## config.mk

```make
export PLATFORM = sky130hd
export DESIGN_NAME = periodic_timer_scheduler
export DESIGN_NICKNAME = d
export VERILOG_FILES = /design/src/rtl/core/ptsch_pkg.sv /design/src/rtl/core/periodic_timer_scheduler.sv
export SDC_FILE = /design/constraint.sdc
export NUM_CORES = 2
export LEC_CHECK = 0
export BUFFER_PORTS_ARGS = -buffer_cell sky130_fd_sc_hd__buf_2
export CORE_AREA = 2 2 521 523
export DETAILED_ROUTE_END_ITERATION = 8
export DIE_AREA = 0 0 523 525
export SETUP_SLACK_MARGIN = 0.05
export SLEW_MARGIN = 20
export SYNTH_ARGS = -nofsm -noshare
export SYNTH_HDL_FRONTEND = slang
export SYNTH_SLANG_ARGS = --single-unit
```

## constraint.sdc

```tcl
create_clock -name clk -period 20 [get_ports clk]
set_clock_uncertainty 0.05 [all_clocks]
set_input_delay 2 -clock clk [delete_from_list [all_inputs] [get_ports clk]]
set_output_delay 2 -clock clk [all_outputs]
set_load 0.05 [all_outputs]
```

## src/rtl/core/ptsch_pkg.sv

```systemverilog
// Package with the types and codes shared by the periodic timer scheduler files.
package ptsch_pkg;

    localparam int TIME_W   = 40;
    localparam int PERIOD_W = 32;
    localparam int IDENT_W  = 32;
    localparam int REQ_W    = 2;
    localparam int KIND_W   = 3;
    localparam int IN_DATA_W  = 112;
    localparam int OUT_DATA_W = 160;

    localparam logic [REQ_W-1:0] REQ_ADD    = 2'd0;
    localparam logic [REQ_W-1:0] REQ_TICK   = 2'd1;
    localparam logic [REQ_W-1:0] REQ_CANCEL = 2'd2;

    localparam logic [KIND_W-1:0] KIND_ADDED     = 3'd0;
    localparam logic [KIND_W-1:0] KIND_REFUSED   = 3'd1;
    localparam logic [KIND_W-1:0] KIND_FIRED     = 3'd2;
    localparam logic [KIND_W-1:0] KIND_TICK_DONE = 3'd3;
    localparam logic [KIND_W-1:0] KIND_CANCELLED = 3'd4;
    localparam logic [KIND_W-1:0] KIND_NOT_FOUND = 3'd5;

    typedef enum logic [1:0] {
        MODE_DUE    = 2'd0,
        MODE_PICK   = 2'd1,
        MODE_MIN    = 2'd2,
        MODE_CANCEL = 2'd3
    } scan_mode_t;

    typedef struct packed {
        logic                repeat_flag;
        logic [PERIOD_W-1:0] period;
        logic [TIME_W-1:0]   deadline;
        logic [TIME_W-1:0]   last_handled;
        logic [IDENT_W-1:0]  ident;
    } slot_entry_t;

endpackage

```

## src/rtl/core/periodic_timer_scheduler.sv

```systemverilog
// Periodic timer scheduler: slot table in a synchronous memory with a scanning sequencer.
//
// Requests arrive on the s_ channel (tuser = request type, tdata = request fields) and
// results leave on the m_ channel (tuser = result kind, tlast on the final word of a run).
// An add answers with one word. A cancel scans the slot memory once and then answers with
// one word. A tick with F fires takes F + 3 full scans of the slot memory: a scan to mark
// due timers, one scan per fire plus a final empty one to find timers in deadline order,
// and one scan for the earliest remaining deadline. Every scan reads the slots through
// the single read port of the slot memory.
// A new request is taken only when the previous one has issued all its words; the last
// word may still sit in the output register while the next request is taken.
// Reset clears the active and pending flags and the id counter; the slot memory itself
// needs no clearing because an entry is only used once its slot has been written.
// When the receiver stalls, the output register holds its word and the sequencer waits.
module periodic_timer_scheduler
    import ptsch_pkg::*;
#(
    parameter int SLOTS = 16
)
(
    input  logic                  clk,
    input  logic                  rst_n,
    input  logic                  s_tvalid,
    output logic                  s_tready,
    // now_time[39:0], period[71:40], repeat_req[72], cancel_id[104:73], zero pad.
    input  logic [IN_DATA_W-1:0]  s_tdata,
    // req_type[1:0].
    input  logic [REQ_W-1:0]      s_tuser,
    output logic                  m_tvalid,
    input  logic                  m_tready,
    // timer_id[31:0], fire_time[71:32], elapsed[111:72], has_waiting[112],
    // next_deadline[152:113], zero pad.
    output logic [OUT_DATA_W-1:0] m_tdata,
    // result_kind[2:0].
    output logic [KIND_W-1:0]     m_tuser,
    output logic                  m_tlast
);

    localparam int IW = $clog2(SLOTS);
    localparam int CW = $clog2(SLOTS + 1);

    typedef enum logic [4:0] {
        ST_IDLE   = 5'b00001,
        ST_ADD    = 5'b00010,
        ST_SCAN   = 5'b00100,
        ST_FIRE   = 5'b01000,
        ST_FINISH = 5'b10000
    } state_t;

    state_t              state_reg, state_next;
    scan_mode_t          mode_reg, mode_next;
    logic [REQ_W-1:0]    req_reg, req_next;
    logic [TIME_W-1:0]   now_reg, now_next;
    logic [PERIOD_W-1:0] period_reg, period_next;
    logic                repeat_reg, repeat_next;
    logic [IDENT_W-1:0]  cid_reg, cid_next;
    logic [SLOTS-1:0]    active_reg, active_next;
    logic [SLOTS-1:0]    pending_reg, pending_next;
    logic [SLOTS-1:0]    due_reg, due_next;
    logic [IDENT_W-1:0]  ident_reg, ident_next;
    logic [CW-1:0]       rd_cnt_reg, rd_cnt_next;
    logic                proc_vld_reg, proc_vld_next;
    logic [IW-1:0]       proc_idx_reg, proc_idx_next;
    logic                found_reg, found_next;
    slot_entry_t         best_reg, best_next;
    logic [IW-1:0]       best_idx_reg, best_idx_next;

    logic                m_valid_reg, m_valid_next;
    logic [KIND_W-1:0]   o_kind_reg, o_kind_next;
    logic [IDENT_W-1:0]  o_id_reg, o_id_next;
    logic [TIME_W-1:0]   o_ft_reg, o_ft_next;
    logic [TIME_W-1:0]   o_el_reg, o_el_next;
    logic                o_hw_reg, o_hw_next;
    logic [TIME_W-1:0]   o_nd_reg, o_nd_next;
    logic                o_last_reg, o_last_next;

    slot_entry_t         mem [SLOTS];
    slot_entry_t         rd_data_reg;
    logic                mem_we;
    logic [IW-1:0]       mem_wa;
    slot_entry_t         mem_wd;

    logic                out_free;
    logic                free_any;
    logic [IW-1:0]       free_idx;
    logic                take;
    logic [TIME_W:0]     add_sum;
    logic [TIME_W-1:0]   add_dl;
    logic [TIME_W:0]     rearm_sum;
    logic [TIME_W-1:0]   rearm_dl;

    assign s_tready = (state_reg == ST_IDLE);
    assign m_tvalid = m_valid_reg;
    assign m_tuser  = o_kind_reg;
    assign m_tlast  = o_last_reg;
    assign m_tdata  = {7'd0, o_nd_reg, o_hw_reg, o_el_reg, o_ft_reg, o_id_reg};
    assign out_free = !m_valid_reg || m_tready;

    assign add_sum   = {1'b0, now_reg} + {{(TIME_W + 1 - PERIOD_W){1'b0}}, period_reg};
    assign add_dl    = add_sum[TIME_W] ? {TIME_W{1'b1}} : add_sum[TIME_W-1:0];
    assign rearm_sum = {1'b0, now_reg} + {{(TIME_W + 1 - PERIOD_W){1'b0}}, best_reg.period};
    assign rearm_dl  = rearm_sum[TIME_W] ? {TIME_W{1'b1}} : rearm_sum[TIME_W-1:0];

    always_comb
    begin
        free_any = 1'b0;
        free_idx = '0;
        for (int i = SLOTS - 1; i >= 0; i--)
        begin
            if (!active_reg[i] && !pending_reg[i])
            begin
                free_any = 1'b1;
                free_idx = IW'(i);
            end
        end
    end

    always_ff @(posedge clk)
    begin
        if (mem_we)
        begin
            mem[mem_wa] <= mem_wd;
        end
        rd_data_reg <= mem[rd_cnt_reg[IW-1:0]];
    end

    always_comb
    begin
        state_next    = state_reg;
        mode_next     = mode_reg;
        req_next      = req_reg;
        now_next      = now_reg;
        period_next   = period_reg;
        repeat_next   = repeat_reg;
        cid_next      = cid_reg;
        active_next   = active_reg;
        pending_next  = pending_reg;
        due_next      = due_reg;
        ident_next    = ident_reg;
        rd_cnt_next   = rd_cnt_reg;
        proc_vld_next = 1'b0;
        proc_idx_next = proc_idx_reg;
        found_next    = found_reg;
        best_next     = best_reg;
        best_idx_next = best_idx_reg;
        m_valid_next  = m_valid_reg && !m_tready;
        o_kind_next   = o_kind_reg;
        o_id_next     = o_id_reg;
        o_ft_next     = o_ft_reg;
        o_el_next     = o_el_reg;
        o_hw_next     = o_hw_reg;
        o_nd_next     = o_nd_reg;
        o_last_next   = o_last_reg;
        mem_we        = 1'b0;
        mem_wa        = best_idx_reg;
        mem_wd        = best_reg;
        take          = 1'b0;

        unique case (state_reg)
            ST_IDLE:
            begin
                if (s_tvalid)
                begin
                    req_next    = s_tuser;
                    now_next    = s_tdata[39:0];
                    period_next = s_tdata[71:40];
                    repeat_next = s_tdata[72];
                    cid_next    = s_tdata[104:73];
                    rd_cnt_next = '0;
                    found_next  = 1'b0;
                    priority case (s_tuser)
                        REQ_ADD:
                        begin
                            state_next = ST_ADD;
                        end
                        REQ_TICK:
                        begin
                            due_next   = '0;
                            mode_next  = MODE_DUE;
                            state_next = ST_SCAN;
                        end
                        REQ_CANCEL:
                        begin
                            mode_next  = MODE_CANCEL;
                            state_next = ST_SCAN;
                        end
                        default:
                        begin
                            state_next = ST_IDLE;
                        end
                    endcase
                end
            end

            ST_ADD:
            begin
                if (out_free)
                begin
                    m_valid_next = 1'b1;
                    o_ft_next    = '0;
                    o_el_next    = '0;
                    o_hw_next    = 1'b0;
                    o_nd_next    = '0;
                    o_last_next  = 1'b1;
                    if (free_any)
                    begin
                        mem_we                 = 1'b1;
                        mem_wa                 = free_idx;
                        mem_wd.repeat_flag     = repeat_reg;
                        mem_wd.period          = period_reg;
                        mem_wd.deadline        = add_dl;
                        mem_wd.last_handled    = now_reg;
                        mem_wd.ident           = ident_reg;
                        pending_next[free_idx] = 1'b1;
                        ident_next             = ident_reg + 1'b1;
                        o_kind_next            = KIND_ADDED;
                        o_id_next              = ident_reg;
                    end
                    else
                    begin
                        o_kind_next = KIND_REFUSED;
                        o_id_next   = '0;
                    end
                    state_next = ST_IDLE;
                end
            end

            ST_SCAN:
            begin
                if (rd_cnt_reg < CW'(SLOTS))
                begin
                    rd_cnt_next   = rd_cnt_reg + 1'b1;
                    proc_vld_next = 1'b1;
                    proc_idx_next = rd_cnt_reg[IW-1:0];
                end
                if (proc_vld_reg)
                begin
                    unique case (mode_reg)
                        MODE_DUE:
                        begin
                            due_next[proc_idx_reg] = active_reg[proc_idx_reg]
                                && (rd_data_reg.deadline <= now_reg);
                        end
                        MODE_PICK:
                        begin
                            take = due_reg[proc_idx_reg] && (!found_reg
                                || (rd_data_reg.deadline < best_reg.deadline)
                                || ((rd_data_reg.deadline == best_reg.deadline)
                                    && (rd_data_reg.ident < best_reg.ident)));
                        end
                        MODE_MIN:
                        begin
                            take = active_reg[proc_idx_reg] && (!found_reg
                                || (rd_data_reg.deadline < best_reg.deadline));
                        end
                        MODE_CANCEL:
                        begin
                            take = !found_reg
                                && (active_reg[proc_idx_reg] || pending_reg[proc_idx_reg])
                                && (rd_data_reg.ident == cid_reg);
                        end
                        default:
                        begin
                            take = 1'b0;
                        end
                    endcase
                    if (take)
                    begin
                        found_next    = 1'b1;
                        best_next     = rd_data_reg;
                        best_idx_next = proc_idx_reg;
                    end
                    if (proc_idx_reg == IW'(SLOTS - 1))
                    begin
                        rd_cnt_next   = '0;
                        proc_vld_next = 1'b0;
                        unique case (mode_reg)
                            MODE_DUE:
                            begin
                                mode_next  = MODE_PICK;
                                found_next = 1'b0;
                            end
                            MODE_PICK:
                            begin
                                if (found_next)
                                begin
                                    state_next = ST_FIRE;
                                end
                                else
                                begin
                                    active_next  = active_reg | pending_reg;
                                    pending_next = '0;
                                    mode_next    = MODE_MIN;
                                end
                            end
                            default:
                            begin
                                state_next = ST_FINISH;
                            end
                        endcase
                    end
                end
            end

            ST_FIRE:
            begin
                if (out_free)
                begin
                    m_valid_next = 1'b1;
                    o_kind_next  = KIND_FIRED;
                    o_id_next    = best_reg.ident;
                    o_ft_next    = now_reg;
                    o_el_next    = now_reg - best_reg.last_handled;
                    o_hw_next    = 1'b0;
                    o_nd_next    = '0;
                    o_last_next  = 1'b0;
                    due_next[best_idx_reg] = 1'b0;
                    if (best_reg.repeat_flag)
                    begin
                        mem_we              = 1'b1;
                        mem_wd.deadline     = rearm_dl;
                        mem_wd.last_handled = now_reg;
                    end
                    else
                    begin
                        active_next[best_idx_reg] = 1'b0;
                    end
                    found_next  = 1'b0;
                    rd_cnt_next = '0;
                    mode_next   = MODE_PICK;
                    state_next  = ST_SCAN;
                end
            end

            ST_FINISH:
            begin
                if (out_free)
                begin
                    m_valid_next = 1'b1;
                    o_ft_next    = '0;
                    o_el_next    = '0;
                    o_last_next  = 1'b1;
                    if (req_reg == REQ_TICK)
                    begin
                        o_kind_next = KIND_TICK_DONE;
                        o_id_next   = '0;
                        o_hw_next   = found_reg;
                        o_nd_next   = found_reg ? best_reg.deadline : '0;
                    end
                    else
                    begin
                        o_id_next = cid_reg;
                        o_hw_next = 1'b0;
                        o_nd_next = '0;
                        if (found_reg)
                        begin
                            o_kind_next                = KIND_CANCELLED;
                            active_next[best_idx_reg]  = 1'b0;
                            pending_next[best_idx_reg] = 1'b0;
                        end
                        else
                        begin
                            o_kind_next = KIND_NOT_FOUND;
                        end
                    end
                    state_next = ST_IDLE;
                end
            end

            default:
            begin
                state_next = ST_IDLE;
            end
        endcase
    end

    always_ff @(posedge clk or negedge rst_n)
    begin
        if (!rst_n)
        begin
            state_reg    <= ST_IDLE;
            mode_reg     <= MODE_DUE;
            active_reg   <= '0;
            pending_reg  <= '0;
            due_reg      <= '0;
            ident_reg    <= '0;
            rd_cnt_reg   <= '0;
            proc_vld_reg <= 1'b0;
            found_reg    <= 1'b0;
            m_valid_reg  <= 1'b0;
        end
        else
        begin
            state_reg    <= state_next;
            mode_reg     <= mode_next;
            active_reg   <= active_next;
            pending_reg  <= pending_next;
            due_reg      <= due_next;
            ident_reg    <= ident_next;
            rd_cnt_reg   <= rd_cnt_next;
            proc_vld_reg <= proc_vld_next;
            found_reg    <= found_next;
            m_valid_reg  <= m_valid_next;
        end
    end

    always_ff @(posedge clk)
    begin
        req_reg      <= req_next;
        now_reg      <= now_next;
        period_reg   <= period_next;
        repeat_reg   <= repeat_next;
        cid_reg      <= cid_next;
        proc_idx_reg <= proc_idx_next;
        best_reg     <= best_next;
        best_idx_reg <= best_idx_next;
        o_kind_reg   <= o_kind_next;
        o_id_reg     <= o_id_next;
        o_ft_reg     <= o_ft_next;
        o_el_reg     <= o_el_next;
        o_hw_reg     <= o_hw_next;
        o_nd_reg     <= o_nd_next;
        o_last_reg   <= o_last_next;
    end

endmodule

```

Word-level counts from Yosys, hierarchy flattened --
Memory sizes are Yosys's and may differ from the RTL's. A register that Yosys moved wholly into a read port is not among the register bits. Index checks and enable logic that the tools add are counted. Widths: inputs -> output; s select.
Operators by class: add/subtract/negate cells 5, order comparisons 10, eq/ne operators 35, multiplexer cells 158, bitwise operators 6, reduce and logical (&&, ||, !) cells 91
Operator list (number):
- $mux 16 | 23
- $mux 40 | 8
- $mux 145 | 2
- $pmux 40 s2 | 3
- $mux 32 | 6
- $mux 80 | 2
- $pmux 80 s2 | 1
- $pmux 16 s3 | 3
- $pmux 32 s3 | 1
- $add 40x32->41 | 2
- $mux 4 | 19
- $mux 5 | 11
- $mux 1 | 49
- $and 16x16->16 | 3
- $eq 40x40->1 | 1
- $le 40x40->1 | 1
- $lt 40x40->1 | 1
- $sub 40x40->40 | 1
- $logic_not 1->1 | 35
- $mux 33 | 1
- $add 32x1->32 const B | 1
- $eq 32x32->1 | 1
- $lt 32x32->1 | 1
- $or 16x16->16 | 2
- other kinds (46) | 127
Storage, ports and cells: register bits 512, RAM bits 2320, input port bits 118, output and inout port bits 166, word-level logic and storage cells 335, memories 1
Memory list:
- mem | words 16, bits a word 145, rd ports 1, clocked after memory_dff 1, write ports 1, line periodic_timer_scheduler.sv:77 | slot_entry_t mem [SLOTS];

Longest topological paths before layout --
depth in word-level cells 26, gate-level depth with buffers 15, gate-level depth less buffers 13

Worst setup path after synthesis --
OpenSTA, ideal clock, no wires.
path type register to register, from register best_reg[73] (netlist bit), to register best_idx_reg[0], enable pin, library setup time 0.746 ns, arrival time 9.844 ns, data required time 19.204 ns, setup slack 9.359 ns, stages on the path, launching flop included 12, path buffers 0, clock period less this slack 10.641 ns, path through edfxtp_1 -> inv_1 -> ha_1 -> nor2b_1 -> o21a_1 -> o21ai_0 -> nand2b_1 -> a21oi_1 -> nor2_1 -> a2111oi_0 -> o21ai_0 -> a31oi_1
On the way: longest elaborated chain between the ends 8, elaborated cells on any way between the ends 11, classes of those cells order compare: 1; eq/ne: 1; mux: 3; reduce/logical: 6
Ends and longest elaborated chain:
- start, declared | line periodic_timer_scheduler.sv:65 | slot_entry_t best_reg, best_next;
- start signal, assigned | line periodic_timer_scheduler.sv:415 | best_reg <= best_next;
- $lt 40x40->1 or $eq 40x40->1 (tied branches) | line periodic_timer_scheduler.sv:247, periodic_timer_scheduler.sv:254, periodic_timer_scheduler.sv:248
- $logic_or 1x1->1 or $logic_and 1x1->1 (tied branches) | line periodic_timer_scheduler.sv:247, periodic_timer_scheduler.sv:254, periodic_timer_scheduler.sv:249
- $logic_or 1x1->1 | line periodic_timer_scheduler.sv:248 | || ((rd_data_reg.deadline == best_reg.deadline)
- $logic_and 1x1->1 | line periodic_timer_scheduler.sv:246 | take = due_reg[proc_idx_reg] && (!found_reg
- $pmux 1 s3 * | line periodic_timer_scheduler.sv:238 | unique case (mode_reg)
- $mux 1 * | line periodic_timer_scheduler.sv:236 | if (proc_vld_reg)
- $mux 1 * | line periodic_timer_scheduler.sv:159 | unique case (state_reg)
- $reduce_and 3->1 (no line) *
- end signal, assigned | line periodic_timer_scheduler.sv:416 | best_idx_reg <= best_idx_next;
- end, declared | line periodic_timer_scheduler.sv:66 | logic [IW-1:0] best_idx_reg, best_idx_next;
Every way passes the cells marked *; elsewhere a longest branch is shown, timed or not. The select of a mux whose other input is x is not followed. A chain may end at the register's enable or synchronous reset.

Final worst setup path --
from input port m_tready, to memory mem[12][53] (netlist bit), enable pin
On the way: longest elaborated chain between the ends 5, elaborated cells on any way between the ends 8, classes of those cells mux: 7; reduce/logical: 1
Ends and longest elaborated chain:
- start, declared | line periodic_timer_scheduler.sv:30 | input logic m_tready,
- $logic_or 1x1->1 * | line periodic_timer_scheduler.sv:97 | assign out_free = !m_valid_reg || m_tready;
- $mux 1 (on tied branches) | line periodic_timer_scheduler.sv:307, periodic_timer_scheduler.sv:197
- $pmux 1 s2 | line periodic_timer_scheduler.sv:159
- $mux 1 | line periodic_timer_scheduler.sv:120 | if (mem_we)
- $mux 1 (implied by the code) | line periodic_timer_scheduler.sv:122 | mem[mem_wa] <= mem_wd;
- end, declared | line periodic_timer_scheduler.sv:77
Every way passes the cells marked *; elsewhere a longest branch is shown, timed or not.

==> reports/metrics.csv <==
metric;value;unit
status;finished, final reports clean;
post_cts_buffers;0;
timing.fmax;148;MHz
critPathRequiredTime;20400;ps
dp_hpwl;192000;um
drcViolationCount;0;
critical_path_arrival;7160;ps
synth_edf_count;2737;
final_common_cell;edfxtp_1;
cts_max_level;5;
place.gp.congestion;0.900;
cts_inserted_buffers;319;
cp-end-kind;flip-flop;
power;17300;uW
dieArea;0.275;sq mm
hold_viol;0;
hold_start;rd_data_reg[63];
cts_hold_buf;0;
netlist_area;0.120;sq mm
cts_resized;0;
reg2reg_setup_slack;13530;ps
muxShareOfSynthArea;13.9;%
finalCritPeriodShare;33.8;%
synthAdderAreaFrac;2.34;%
insertion_delay;900;ps
max_slew_margin;21.7;%
p_leak;0.0457;uW
r2r-end;mem[12][53];
cap_viol_max_count;0;
tns;0;ps
clockBufferDepth;4;
synth_top_family_by_area;multiplexers;
critical_path_class;input port to flip-flop;
area_growth;14.3;%
worst_slew_pin_slew;1170;ps
critPathLaunchType;input port;
grt_setup_unrepaired;false;
reg2reg_from;state_reg[3];
grt_overflow_total;0;
drv_slew;0;
drive_gt1_share;24.6;%
cts.sinks;2977;
async_reset_ff_share;3.19;%
hold-path-cell-count;0;
synth-compound-area-share;4.62;%
nets;7275;
yosysWarnings;0;
yosys.area_share.simple;3.66;%
hp-class;flip-flop to flip-flop;
antenna_found_initial;14;
post_drt_wl_per_cell;30.8;um
drt_first_pass_iters;6;
cellPowerDensity;126;mW/mm^2
portBuffers;269;
fin_crit;6760;ps
synth_ff_type;edfxtp_1;
postSynthAreaPerCell;18.7;sq um
final_area;0.138;sq mm
io_pins;284;
start_util;44.7;%
largest_reg_flops;2320;
antenna_left;0;
worstRegToRegCells;11;
drtIter0Drc;8177;
place_ws;12410;ps
setup_ws;13240;ps
finalSetupViolations;0;
grt_max_degree;110;
clkTransAtPathRegs;60;ps
yosys.area_share.xor_xnor;1.14;%
grt_pass1_vias;64100;
ys_ff_latch;2977;
grt_pass1_wl;470000;um
synthCells;6419;
synth_seq_area_share;72.7;%
via_per_inst;6.00;
fp-row-count;191;
crit_fanout;52;
place_area;0.127;sq mm
min_to;best_reg[63];
cts_tree;yes;
routed_wl;331000;um
ir_drop;116;uV
die_x;523;um
gr-usage-all-layers;23.9;%
die_h;525;um
final_cell_mix;2737 x edfxtp_1, 734 x mux4_2, 367 x nand2_1;
dr_total_vias;64600;
clockRootBuffer;clkbuf_16;
core-area;0.269;sq mm
ys_types;84;
[Yosys cell counts (all sizes together), types with 7 or more instances]
master	instances	share of area, %
a21oi	229	1.0
o21bai	12	0.075
and2	52	0.27
clkbuf	199	0.62
a211oi	20	0.14
edfxtp	2737	68
and3	18	0.094
nand3b	13	0.081
nand2	369	1.2
o221ai	40	0.29
xnor2	97	0.71
mux2i	8	0.067
or2	8	0.044
a2111oi	10	0.073
nor2b	32	0.17
a211o	7	0.051
and4	10	0.073
o41ai	20	0.15
o22ai	16	0.083
buf	88	0.34
inv	213	0.66
nor4	9	0.047
xor2	60	0.44
dfrtp	94	2.0
o21ai	263	1.1
a31oi	23	0.12
o311ai	7	0.051
dfxtp	145	2.4
o211ai	26	0.16
nand2b	32	0.17
a21o	73	0.46
nand4	42	0.22
nand3	62	0.26
o21a	22	0.14
mux4	736	14
or3	22	0.11
ha	220	2.3
nor2	227	0.71
a31o	7	0.051
a222oi	32	0.27
nor3	40	0.17
[how the worst max path moves through the flow]
stage,slack [ps],startpoint,end
2_1_floorplan,9360,best_reg[73],best_idx_reg[0]
3_3_place_gp,12420,m_tready,mem[12][96]
3_5_place_dp,12410,m_tready,mem[12][48]
4_1_cts,13290,m_tready,mem[12][51]
5_1_grt,13130,m_tready,mem[12][51]
6_report,13240,m_tready,mem[12][53]
[kinds of logic (layout without fill, tap and decap cells)]
| family | Yosys count | in the layout |
|---|---|---|
| simple gates | 949 | 949 |
| buf+inv | 501 | 1270 |
| compound gates | 863 | 863 |
| flops | 2977 | 2977 |
| other cells | 1 | 10 |
| fa+ha+maj | 223 | 223 |
| mux | 748 | 748 |
| xor+xnor | 157 | 157 |
[layout make-up]
class	count	area [sq um]
Sequential cell	2977	87500
Antenna cell	3	7.51
Tap cell	3570	4470
Clock buffer	427	8810
Timing Repair Buffer	475	3100
Clock inverter	154	1660
Inverter	214	803
Fill cell	21500	132000
Multi-Input combinational cell	2947	31200
[power by group]
| group | switching, uW | internal [uW] |
|---|---|---|
| sequential | 365 | 7270 |
| combinational | 2200 | 1560 |
| clock | 2420 | 3470 |
[per-stage QoR]
stage | cells | utilization (%) | hold slack [ps]
3_5_place_dp | 10200 | 47.1 | 339
2_1_floorplan | 6425 | - | 336
4_1_cts | 10800 | 51.0 | 290
6_report | 10800 | 51.1 | 297
3_3_place_gp | 10200 | 47.1 | 336
5_1_grt | 10800 | 51.1 | 313
[metal layers]
layer | up-vias | wire length [um] | track usage, %
met5 | - | 28 | 0
met4 | 4 | 10700 | 7.05
met3 | 513 | 24300 | 3.69
met2 | 2735 | 158000 | 38.0
met1 | 34300 | 138000 | 34.2
li1 | 27000 | - | -
[worst max-delay path, stage by stage]
cell and delay [ps]:
buf_2 150, nand2b_1 520, nand2_1 280, nor2_4 660
buf_4 770, a22o_1 260, nand2_1 240, nor2_4 710
buf_4 740, buf_4 680
(Power assumes the default switching activity.)
